### config.mk
export PLATFORM = sky130hd
export DESIGN_NAME = uri_percent_codec_flat
export DESIGN_NICKNAME = d
export VERILOG_FILES = /design/src/sv/upc_pkg.sv /design/src/sv/upc_channels.sv /design/src/sv/uri_percent_codec.sv /design/src/flat_wrapper.sv
export SDC_FILE = /design/constraint.sdc
export NUM_CORES = 1
export LEC_CHECK = 0
export BUFFER_PORTS_ARGS = -buffer_cell sky130_fd_sc_hd__buf_4
export CAP_MARGIN = 30
export CORE_MARGIN = 2
export CORE_UTILIZATION = 53
export CTS_CLUSTER_SIZE = 8
export DETAILED_ROUTE_END_ITERATION = 8
export PLACE_DENSITY = 0.77
export SKIP_CTS_REPAIR_TIMING = 1
export SYNTH_ARGS = -nofsm -noshare
export SYNTH_HDL_FRONTEND = slang
export SYNTH_SLANG_ARGS = --single-unit
### constraint.sdc
create_clock -name clk -period 3.3 [get_ports clk]
set_clock_uncertainty 0.05 [all_clocks]
set_input_delay 0.66 -clock clk [delete_from_list [all_inputs] [get_ports clk]]
set_output_delay 0.66 -clock clk [all_outputs]
set_load 0.02 [all_outputs]
### src/sv/upc_pkg.sv
// Package: shared constants, types and character-class helpers for the percent codec.
`default_nettype none
package upc_pkg;

	localparam int unsigned BYTE_W  = 8;
	localparam int unsigned NIB_W   = 4;
	localparam int unsigned CFG_IDX_W = 1;
	localparam int unsigned CFG_DAT_W = 1;

	// Configuration register indexes
	localparam logic [CFG_IDX_W-1:0] CFG_DECODE_MODE = 1'b0;
	localparam logic [CFG_IDX_W-1:0] CFG_KEEP_SLASH  = 1'b1;

	localparam logic [BYTE_W-1:0] CH_PERCENT = 8'h25;
	localparam logic [BYTE_W-1:0] CH_SLASH   = 8'h2F;
	localparam logic [BYTE_W-1:0] CH_TILDE   = 8'h7E;
	localparam logic [BYTE_W-1:0] CH_UNDER   = 8'h5F;
	localparam logic [BYTE_W-1:0] CH_DASH    = 8'h2D;
	localparam logic [BYTE_W-1:0] CH_DOT     = 8'h2E;

	typedef enum logic [1:0] {
		PH_IDLE   = 2'd0,
		PH_FIRST  = 2'd1,
		PH_SECOND = 2'd2
	} phase_t;

	typedef struct packed {
		logic [BYTE_W-1:0] out_byte;
		logic              run_last;
		logic              out_end;
		logic              error;
	} result_t;

	typedef struct packed {
		logic             ok;
		logic [NIB_W-1:0] value;
	} hex_t;

	function automatic hex_t hex_value(input logic [BYTE_W-1:0] c);
		hex_t r;
		r.ok    = 1'b1;
		r.value = c[NIB_W-1:0];
		if (c >= 8'h30 && c <= 8'h39) begin
			r.value = c[NIB_W-1:0];
		end else if ((c >= 8'h41 && c <= 8'h46) || (c >= 8'h61 && c <= 8'h66)) begin
			r.value = c[NIB_W-1:0] + 4'd9;
		end else begin
			r.ok    = 1'b0;
			r.value = '0;
		end
		return r;
	endfunction

	function automatic logic is_unreserved(input logic [BYTE_W-1:0] c, input logic slash_ok);
		return (c >= 8'h41 && c <= 8'h5A) || (c >= 8'h61 && c <= 8'h7A) ||
		       (c >= 8'h30 && c <= 8'h39) || c == CH_UNDER || c == CH_DASH ||
		       c == CH_TILDE || c == CH_DOT || (slash_ok && c == CH_SLASH);
	endfunction

	// Upper-case hex digit for one nibble
	function automatic logic [BYTE_W-1:0] hex_digit(input logic [NIB_W-1:0] n);
		if (n < 4'd10) begin
			return 8'h30 + {4'd0, n};
		end else begin
			return 8'h37 + {4'd0, n};
		end
	endfunction

endpackage
`default_nettype wire

### src/sv/upc_channels.sv
// Interfaces: input byte, result and configuration write channels of the percent codec.
`default_nettype none
interface upc_in_if;
	logic                       valid;
	logic                       ready;
	logic [upc_pkg::BYTE_W-1:0] data_byte;
	logic                       string_end;

	modport source (output valid, output data_byte, output string_end, input ready);
	modport sink   (input valid, input data_byte, input string_end, output ready);
endinterface

interface upc_out_if;
	logic                       valid;
	logic                       ready;
	logic [upc_pkg::BYTE_W-1:0] out_byte;
	logic                       run_last;
	logic                       out_end;
	logic                       error;

	modport source (output valid, output out_byte, output run_last, output out_end,
		output error, input ready);
	modport sink   (input valid, input out_byte, input run_last, input out_end,
		input error, output ready);
endinterface

interface upc_cfg_if;
	logic                          valid;
	logic                          ready;
	logic [upc_pkg::CFG_IDX_W-1:0] index;
	logic [upc_pkg::CFG_DAT_W-1:0] data;

	modport source (output valid, output index, output data, input ready);
	modport sink   (input valid, input index, input data, output ready);
endinterface
`default_nettype wire

### src/sv/uri_percent_codec.sv
// Top level: streaming percent-encoding / decoding codec, one byte per input beat.
//
//  channel  | dir | payload                              | accepted when
//  ---------+-----+--------------------------------------+---------------------
//  in_ch    | in  | data_byte[7:0], string_end           | valid & ready
//  out_ch   | out | out_byte[7:0], run_last, out_end, error | valid & ready
//  cfg_ch   | in  | index (0 decode_mode, 1 keep_slash), data | valid & ready (ready tied high)
//
// An accepted beat sits in the s1 register; short logic there forms its results and
// loads them one per cycle, while out_ch does not stall, into the output register. A byte
// with one result retires as it is loaded, one with none at once; such bytes stream back
// to back. An escaped byte in encode mode holds s1 for its three output beats. A stall on
// out_ch holds the output register and, through it, in_ch.ready and any s1 byte with results.
// Reset clears the mode registers, the escape state and all valid flags; no clearing pass.
`default_nettype none
module uri_percent_codec (
	input  wire logic clk,
	input  wire logic arst_n,
	upc_in_if.sink    in_ch,
	upc_out_if.source out_ch,
	upc_cfg_if.sink   cfg_ch
);
	import upc_pkg::*;

	// Configuration registers
	logic decode_mode_q;
	logic keep_slash_q;

	// Input stage
	logic              valid_s1;
	logic [BYTE_W-1:0] byte_s1;
	logic              end_s1;
	logic [1:0]        beat_idx_q;

	// Escape state
	phase_t           phase_q;
	logic [NIB_W-1:0] nibble_q;
	logic             discard_q;

	// Output register
	logic    out_valid_q;
	result_t out_q;

	// Combinational view of the s1 item
	hex_t             hx;
	logic             plain;
	logic [1:0]       n_results;
	result_t          res;
	phase_t           phase_d;
	logic [NIB_W-1:0] nibble_d;
	logic             discard_d;
	logic             dec_emit;
	result_t          dec_res;
	logic             out_load_ok;
	logic             emit;
	logic             retire;

	assign cfg_ch.ready = 1'b1;

	always_ff @(posedge clk or negedge arst_n) begin
		if (!arst_n) begin
			decode_mode_q <= 1'b0;
			keep_slash_q  <= 1'b0;
		end else if (cfg_ch.valid) begin
			unique case (cfg_ch.index)
				CFG_DECODE_MODE: decode_mode_q <= cfg_ch.data[0];
				CFG_KEEP_SLASH:  keep_slash_q  <= cfg_ch.data[0];
				default: ;
			endcase
		end
	end

	// Decode: work out the single result (if any) and the next escape state
	always_comb begin
		hx        = hex_value(byte_s1);
		dec_emit  = 1'b0;
		dec_res   = '{out_byte: '0, run_last: 1'b1, out_end: end_s1, error: 1'b0};
		phase_d   = phase_q;
		nibble_d  = nibble_q;
		discard_d = discard_q;
		if (discard_q) begin
			// Drop bytes; only the end of the string reports
			dec_emit        = end_s1;
			dec_res.error   = 1'b1;
			dec_res.out_end = 1'b1;
		end else if (phase_q == PH_FIRST || phase_q == PH_SECOND) begin
			if (!hx.ok) begin
				dec_emit      = 1'b1;
				dec_res.error = 1'b1;
				phase_d       = PH_IDLE;
				nibble_d      = '0;
				discard_d     = 1'b1;
			end else if (phase_q == PH_FIRST) begin
				if (end_s1) begin
					// Truncated escape
					dec_emit        = 1'b1;
					dec_res.error   = 1'b1;
					dec_res.out_end = 1'b1;
				end else begin
					nibble_d = hx.value;
					phase_d  = PH_SECOND;
				end
			end else begin
				dec_emit         = 1'b1;
				dec_res.out_byte = {nibble_q, hx.value};
				phase_d          = PH_IDLE;
				nibble_d         = '0;
			end
		end else begin
			if (byte_s1 == CH_PERCENT) begin
				if (end_s1) begin
					dec_emit        = 1'b1;
					dec_res.error   = 1'b1;
					dec_res.out_end = 1'b1;
				end else begin
					phase_d = PH_FIRST;
				end
			end else begin
				dec_emit         = 1'b1;
				dec_res.out_byte = byte_s1;
			end
		end
	end

	// Pick the result for the current output beat
	always_comb begin
		plain = is_unreserved(byte_s1, keep_slash_q);
		res   = dec_res;
		if (decode_mode_q) begin
			n_results = dec_emit ? 2'd1 : 2'd0;
		end else if (plain) begin
			n_results = 2'd1;
			res       = '{out_byte: byte_s1, run_last: 1'b1, out_end: end_s1, error: 1'b0};
		end else begin
			n_results = 2'd3;
			unique case (beat_idx_q)
				2'd0: res = '{out_byte: CH_PERCENT, run_last: 1'b0, out_end: 1'b0,
					error: 1'b0};
				2'd1: res = '{out_byte: hex_digit(byte_s1[BYTE_W-1:NIB_W]), run_last: 1'b0,
					out_end: 1'b0, error: 1'b0};
				default: res = '{out_byte: hex_digit(byte_s1[NIB_W-1:0]), run_last: 1'b1,
					out_end: end_s1, error: 1'b0};
			endcase
		end
	end

	assign out_load_ok = !out_valid_q || out_ch.ready;
	assign emit        = valid_s1 && n_results != 2'd0 && out_load_ok;
	// Retire s1 once its last beat is loaded, or at once when it yields nothing
	assign retire      = valid_s1 &&
		(n_results == 2'd0 || (out_load_ok && beat_idx_q == n_results - 2'd1));
	assign in_ch.ready = !valid_s1 || retire;

	always_ff @(posedge clk or negedge arst_n) begin
		if (!arst_n) begin
			valid_s1   <= 1'b0;
			beat_idx_q <= '0;
			phase_q    <= PH_IDLE;
			nibble_q   <= '0;
			discard_q  <= 1'b0;
		end else begin
			if (retire) begin
				beat_idx_q <= '0;
				if (end_s1) begin
					phase_q   <= PH_IDLE;
					nibble_q  <= '0;
					discard_q <= 1'b0;
				end else if (decode_mode_q) begin
					phase_q   <= phase_d;
					nibble_q  <= nibble_d;
					discard_q <= discard_d;
				end
			end else if (emit) begin
				beat_idx_q <= beat_idx_q + 2'd1;
			end
			if (in_ch.valid && in_ch.ready) begin
				valid_s1 <= 1'b1;
			end else if (retire) begin
				valid_s1 <= 1'b0;
			end
		end
	end

	always_ff @(posedge clk) begin
		if (in_ch.valid && in_ch.ready) begin
			byte_s1 <= in_ch.data_byte;
			end_s1  <= in_ch.string_end;
		end
	end

	always_ff @(posedge clk or negedge arst_n) begin
		if (!arst_n) begin
			out_valid_q <= 1'b0;
		end else if (out_load_ok) begin
			out_valid_q <= emit;
		end
	end

	always_ff @(posedge clk) begin
		if (emit) begin
			out_q <= res;
		end
	end

	assign out_ch.valid    = out_valid_q;
	assign out_ch.out_byte = out_q.out_byte;
	assign out_ch.run_last = out_q.run_last;
	assign out_ch.out_end  = out_q.out_end;
	assign out_ch.error    = out_q.error;

	// Beat counter never reaches past the third encode beat
	a_beat_range: assert property (@(posedge clk) disable iff (!arst_n)
		beat_idx_q != 2'd3)
		else $error("beat index out of range");

	// While dropping input no escape is open
	a_discard_idle: assert property (@(posedge clk) disable iff (!arst_n)
		discard_q |-> phase_q == PH_IDLE)
		else $error("discard with open escape");

	// An error beat carries a zero byte
	a_err_zero: assert property (@(posedge clk) disable iff (!arst_n)
		out_valid_q && out_q.error |-> out_q.out_byte == '0)
		else $error("error beat with nonzero byte");

	// End of string returns the escape state to idle
	a_end_clear: assert property (@(posedge clk) disable iff (!arst_n)
		retire && end_s1 |=> phase_q == PH_IDLE && !discard_q && nibble_q == '0)
		else $error("state not cleared at end of string");

endmodule
`default_nettype wire
### src/flat_wrapper.sv
// flat-port wrapper written by rule: the top's interface ports become plain ports
module uri_percent_codec_flat import upc_pkg::*;
  (clk, arst_n, in_ch_valid, in_ch_data_byte, in_ch_string_end, in_ch_ready, out_ch_valid, out_ch_out_byte, out_ch_run_last, out_ch_out_end, out_ch_error, out_ch_ready, cfg_ch_valid, cfg_ch_index, cfg_ch_data, cfg_ch_ready);
  upc_in_if in_ch_i ();
  upc_out_if out_ch_i ();
  upc_cfg_if cfg_ch_i ();
  input  wire logic clk;
  input  wire logic arst_n;
  input wire logic [$bits(in_ch_i.valid)-1:0] in_ch_valid;
  input wire logic [$bits(in_ch_i.data_byte)-1:0] in_ch_data_byte;
  input wire logic [$bits(in_ch_i.string_end)-1:0] in_ch_string_end;
  output wire logic [$bits(in_ch_i.ready)-1:0] in_ch_ready;
  output wire logic [$bits(out_ch_i.valid)-1:0] out_ch_valid;
  output wire logic [$bits(out_ch_i.out_byte)-1:0] out_ch_out_byte;
  output wire logic [$bits(out_ch_i.run_last)-1:0] out_ch_run_last;
  output wire logic [$bits(out_ch_i.out_end)-1:0] out_ch_out_end;
  output wire logic [$bits(out_ch_i.error)-1:0] out_ch_error;
  input wire logic [$bits(out_ch_i.ready)-1:0] out_ch_ready;
  input wire logic [$bits(cfg_ch_i.valid)-1:0] cfg_ch_valid;
  input wire logic [$bits(cfg_ch_i.index)-1:0] cfg_ch_index;
  input wire logic [$bits(cfg_ch_i.data)-1:0] cfg_ch_data;
  output wire logic [$bits(cfg_ch_i.ready)-1:0] cfg_ch_ready;
  assign in_ch_i.valid = in_ch_valid;
  assign in_ch_i.data_byte = in_ch_data_byte;
  assign in_ch_i.string_end = in_ch_string_end;
  assign in_ch_ready = in_ch_i.ready;
  assign out_ch_valid = out_ch_i.valid;
  assign out_ch_out_byte = out_ch_i.out_byte;
  assign out_ch_run_last = out_ch_i.run_last;
  assign out_ch_out_end = out_ch_i.out_end;
  assign out_ch_error = out_ch_i.error;
  assign out_ch_i.ready = out_ch_ready;
  assign cfg_ch_i.valid = cfg_ch_valid;
  assign cfg_ch_i.index = cfg_ch_index;
  assign cfg_ch_i.data = cfg_ch_data;
  assign cfg_ch_ready = cfg_ch_i.ready;
  uri_percent_codec u_core (.clk(clk), .arst_n(arst_n), .in_ch(in_ch_i), .out_ch(out_ch_i), .cfg_ch(cfg_ch_i));
endmodule
# Word-level counts from Yosys, hierarchy flattened
# Cells that the tools add are included.
dict set report totals {
  regBits 33
  input_bits 16
  out_inout_bits 14
}
dict set report classes {
  add_sub_neg 7
  magnitude_cmp 10
  eq_ne 11
  muxes 52
  bitwise 1
  reduce_logical 39
}
# op n
set ops {}
lappend ops {{$mux W8} 7}
lappend ops {{$eq A8 B6 Y1 const B} 4}
lappend ops {{$le A8 B7 Y1 const B} 4}
lappend ops {{$mux W2} 16}
lappend ops {{$mux W4} 8}
lappend ops {{$add A6 B4 Y7 const A} 4}
lappend ops {{$mux W11} 2}
lappend ops {{$pmux W11 S2} 1}
lappend ops {{$mux W1} 18}
lappend ops {{$eq A8 B7 Y1 const B} 2}
lappend ops {{$ge A8 B7 Y1 const B} 2}
lappend ops {{$logic_or A1 B1 Y1} 12}
lappend ops {{$logic_and A1 B1 Y1} 11}
lappend ops {{$reduce_bool A2 Y1} 5}
lappend ops {{$ge A8 B6 Y1 const B} 1}
lappend ops {{$le A8 B6 Y1 const B} 1}
lappend ops {{$lt A4 B4 Y1 const B} 2}
lappend ops {{$reduce_and A4 Y1} 2}
lappend ops {{$reduce_and A2 Y1} 3}
lappend ops {{$add A4 B4 Y4 const B} 1}
lappend ops {{$eq A2 B1 Y1 const B} 2}
lappend ops {{$logic_not A2 Y1} 2}
lappend ops {{$reduce_bool A3 Y1} 1}
lappend ops {{$add A2 B1 Y2 const B} 1}
lappend ops {{other kinds (7)} 8}

# Longest topological paths before layout
dict set report depth {
  word_depth 19
  depth_mapped 12
  mapped_depth_nobuf 9
}

# Worst setup path after synthesis
# OpenSTA, ideal clock, no wires.
dict set report synth_timing {
  path_kind {reg-to-output}
  startpoint {reg u_core.byte_s1[1]}
  endpoint {out in_ch_ready}
  arrival_time_ns 2.751
  path_slack_ns -0.161
  stages_incl_launch_ff 11
  path_buffers 1
  path_cell_list {edfxtp_1 -> clkbuf_1 -> inv_1 -> ha_1 -> or4b_4 -> a311oi_2 -> o21bai_1 -> nor4_4 -> xnor2_1 -> a211oi_2 -> inv_1}
}
dict set report synth_via {
  elab_chain_len 17
  elab_cells_between_ends 44
  classes_between {add/sub: 1; order compare: 8; eq/ne: 7; mux: 9; reduce/logical: 19}
}
# item line
set synth_lines {}
lappend synth_lines {{start: declaration} uri_percent_codec.sv:31} ;# logic [BYTE_W-1:0] byte_s1;
lappend synth_lines {{start signal: assignment} uri_percent_codec.sv:186} ;# byte_s1 <= in_ch.data_byte;
lappend synth_lines {{parallel branches: the longest is 10 deep, another holds $ge A8 B7 Y1} --}
lappend synth_lines {{$mux W2 *} uri_percent_codec.sv:129} ;# if (decode_mode_q) begin
lappend synth_lines {{$sub A2 B1 Y2} uri_percent_codec.sv:151} ;# (n_results == 2'd0 || (out_load_ok && beat_idx_q == n_results - 2'd1));
lappend synth_lines {{$eq A2 B2 Y1} uri_percent_codec.sv:151}
lappend synth_lines {{$logic_and A1 B1 Y1} uri_percent_codec.sv:151}
lappend synth_lines {{$logic_or A1 B1 Y1 *} uri_percent_codec.sv:151}
lappend synth_lines {{$logic_and A1 B1 Y1 *} uri_percent_codec.sv:150} ;# assign retire = valid_s1 &&
lappend synth_lines {{$logic_or A1 B1 Y1 *} uri_percent_codec.sv:152} ;# assign in_ch.ready = !valid_s1 || retire;
lappend synth_lines {{end: declaration} flat_wrapper.sv:12} ;# output wire logic [$bits(in_ch_i.ready)-1:0] in_ch_ready;
# Every way passes the cells marked *.

# Final worst setup path
dict set report layout_timing {
  startpoint {reg u_core.byte_s1[0]}
  endpoint {out in_ch_ready}
}
# The elaborated chain is that of the path after synthesis.

==> summary.md <==
| Metric | Value |
|---|---|
| PortBufs | `28` |
| Leading area contributor after synthesis | `edfxtp_1` |
| Full die area | `5040 sq um` |
| Reg clk slew, reported paths | `70 ps` |
| Drt via density | `6.20` |
| Count leader, synth | `nand2_1` |
| Setup violations, final | `1` |
| Crit Path Class | `reg -> out` |
| Crit end category | `output pin` |
| Total power | `2180 uW` |
| DR iter-0 viols | `244` |
| M3 GR Usage | `4.70%` |
| Residual DRC | `0` |
| Filler cells | `350` |
| Asr flop ratio synth | `39.4%` |
| CTS tree | `built` |
| IO Pins | `30` |
| RD Place Congestion | `0.927` |
| Cell mode on critical path | `inv_2` |
| Synth Net Count | `281` |
| Dpl hpwl | `4690 um` |
| Avg Cell Area, Syn | `9.40 sq um` |
| Crit path max-delay family | `simple AND/OR/NAND/NOR gates` |
| Max Cap Viol | `0` |
| Worst Path Arrival | `2710 ps` |
| Hold WC Path Type | `in -> async` |
| Worst Max-Slew Pin Slew | `601 ps` |
| Final setup margin | `-119 ps` |
| CP Launch Type | `flip-flop` |
| Multi-input gate area | `1380 sq um` |
| Routed wire per std cell | `17.9 um` |
| GRT met2 Usage | `40.3%` |
| Register area | `926 sq um` |
| Root buffer cell | `clkbuf_8` |
| Post-synth EDFFs | `20` |
| Worst Reg-to-Reg Cells | `11` |
| Worst Path Required | `2590 ps` |
| Area share of the largest cell type after synthesis | `25.2%` |
| RSZ-0062 raised after global routing | `true` |
| Primary FF master, synth | `edfxtp_1` |
| Antenna violations before repair | `0` |
| Mapped cell area | `2380 sq um` |
| M1 GR Usage | `35.1%` |
| First drt pass iteration count | `5` |
| Synth unique cells | `65` |
| Gr usage total | `25.7%` |
| Synth area leaders | `edfxtp_1 (25%), dfrtp_1 (14%), ha_1 (6.3%)` |
| Failing checks | `setup timing` |
| Min cycle time layout | `3420 ps` |
| Starting density of the core | `55.0%` |
| Largest net degree at the start of global routing | `19` |
| H-Tree Level Count | `2` |
| First-pass GRT wire length | `10200 um` |
| DIE WIDTH | `71.0 um` |
| CTS Sinks | `33` |
| Final ANT Viol Nets | `0` |
| Layout cells sized above 1 | `28.4%` |
| Layout Utilization | `67.8%` |
| Area added between synthesis and finish | `23.3%` |
| Clk_lat worst skew | `290 ps` |
| Die Ht | `71.0 um` |
| Sequential cell area fraction in the yosys report | `38.9%` |
| Grt total ovfl | `0` |
| Leakage power | `0.00117 uW` |
| Crit path max fanout | `4` |
| WP depth | `10` |
| Core ar. | `4320 sq um` |
| Worst path max stage delay | `480 ps` |
| Final Hold Viols | `0` |
| DR vias | `2158` |
| Fmax | `0.292 GHz` |
| Yosys Warn Count | `0` |
| FP Rows | `24` |
| Power density cells | `745 nW/um^2` |
| N_diodes | `0` |
| Final Max Slew Viols | `0` |
| Vias in the first global route | `2037` |
| Final period util | `104%` |
| Outcome | `finished with violations` |
| Clk buf depth | `2` |
| Synth top cells by count | `nand2_1 (24), edfxtp_1 (20), nor2_1 (16), inv_1 (14), o21ai_0 (14)` |
| Final #Nets | `323` |
| FF+latch count, synth | `33` |
| CTS buffer count | `5` |
| Routed wire length | `6240 um` |
| Mapped Cells | `253` |
| Max-slew headroom | `59.8%` |
| Worst path buffer plus inverter count | `3` |
| Most Crowded Layer GR | `met2` |
| VDD IR max | `0.000366 V` |
| Worst-path cell chain | `inv_2, ha_4, or4b_4, a311oi_4, o21bai_2, nor4_4, xnor2_2, a211oi_2, inv_2, buf_6` |
| Worst path slowest cell | `or4b_4` |
==> layer usage <==
metal,vias up,part of all wire [%]
li1,1029,-
met1,1012,44
met2,100,46
met3,17,6.1
met4,0,3.5
met5,-,0
==> layout by cell type, fill, tap and decap left out, types with 3 or more instances in the layout <==
cell and n:
o21ai_0 14, dfrtp_1 13, nand2_1 24, mux2i_1 3
o21a_1 3, o22ai_1 7, edfxtp_1 20, buf_4 51
nor3_1 5, inv_1 11, nor2b_1 7, nand4_1 4
a22oi_1 8, nand2b_1 3, ha_1 10, nor2_1 16
clkbuf_8 6, a21oi_1 12, nor4_1 3, o32ai_1 3
mux2_2 6, nand3_1 3
==> cells by family (layout without fill, tap and decap cells) <==
kind of cell,count (synthesis),count (layout),share of synthesized area (%)
AND/OR/NAND/NOR,86,86,20.4
AO/OA/AOI/OAI,76,76,22.7
flip-flops,33,33,38.9
buffers and inverters,31,74,5.52
adder cells (fa/ha/maj),12,12,6.31
multiplexers,9,9,4.10
XOR/XNOR,5,5,1.84
other,1,1,0.158
==> metrics by stage <==
step	setup TNS (ps)	worst slack [ps]	hold WS, ps	cell area, sq um	std cells
6_report	-119	-119	155	2930	348
5_1_grt	-241	-241	160	2930	348
4_1_cts	-335	-335	156	2880	345
3_5_place_dp	-30.7	-30.7	447	2770	337
3_3_place_gp	0	80.6	443	2770	337
2_1_floorplan	0	4.23	314	2420	253
==> state kept, by name, indices dropped and copies added (netlist names) <==
register	flops
u_core.beat_idx_q	2
u_core.byte_s1	8
u_core.decode_mode_q	1
u_core.discard_q	1
u_core.end_s1	1
u_core.keep_slash_q	1
u_core.nibble_q	4
u_core.out_ch.error	1
u_core.out_ch.out_byte	8
u_core.out_ch.out_end	1
u_core.out_ch.run_last	1
u_core.out_ch.valid	1
u_core.phase_q	2
u_core.valid_s1	1
==> worst reg2reg max path, delay by kind of cell, from the launching register on <==
| kind | cells | cell delay, ps |
|---|---|---|
| simple gates | 2 | 700 |
| compound gates | 3 | 680 |
| mux | 2 | 490 |
| flops | 1 | 470 |
| buf+inv | 3 | 410 |
| fa+ha+maj | 1 | 150 |
==> where the power goes <==
group	leakage [uW]	switching, uW	internal [uW]	total (uW)
clock	0.0000585	149	246	396
sequential	0.000358	88.7	583	672
combinational	0.000757	644	472	1120
==> final cells by class <==
type / instances / area share, %
repair buffers: 52 / 13.4
clock inverters: 1 / 1.02
flip-flops and latches: 33 / 31.6
inverters: 14 / 1.88
well taps: 52 / 2.22
multi-input cells: 189 / 46.9
clock buffers: 7 / 2.94
==> worst paths after layout <==
path | start | to | slack, ps
setup reg to reg | u_core.byte_s1[0]$_DFFE_PP_ | u_core.nibble_q[0]$_DFFE_PN0P_ | 240
hold / removal | arst_n | u_core.phase_q[1]$_DFFE_PN0P_ | 160
min in group clk | u_core.phase_q[0]$_DFFE_PN0P_ | u_core.phase_q[0]$_DFFE_PN0P_ | 460
setup / recovery | u_core.byte_s1[0]$_DFFE_PP_ | in_ch_ready | -120
hold reg to reg | u_core.phase_q[0]$_DFFE_PN0P_ | u_core.phase_q[0]$_DFFE_PN0P_ | 460
max in group asynchronous | arst_n | u_core.nibble_q[0]$_DFFE_PN0P_ | 2870
Note: power is estimated with default switching activity, not from simulation.
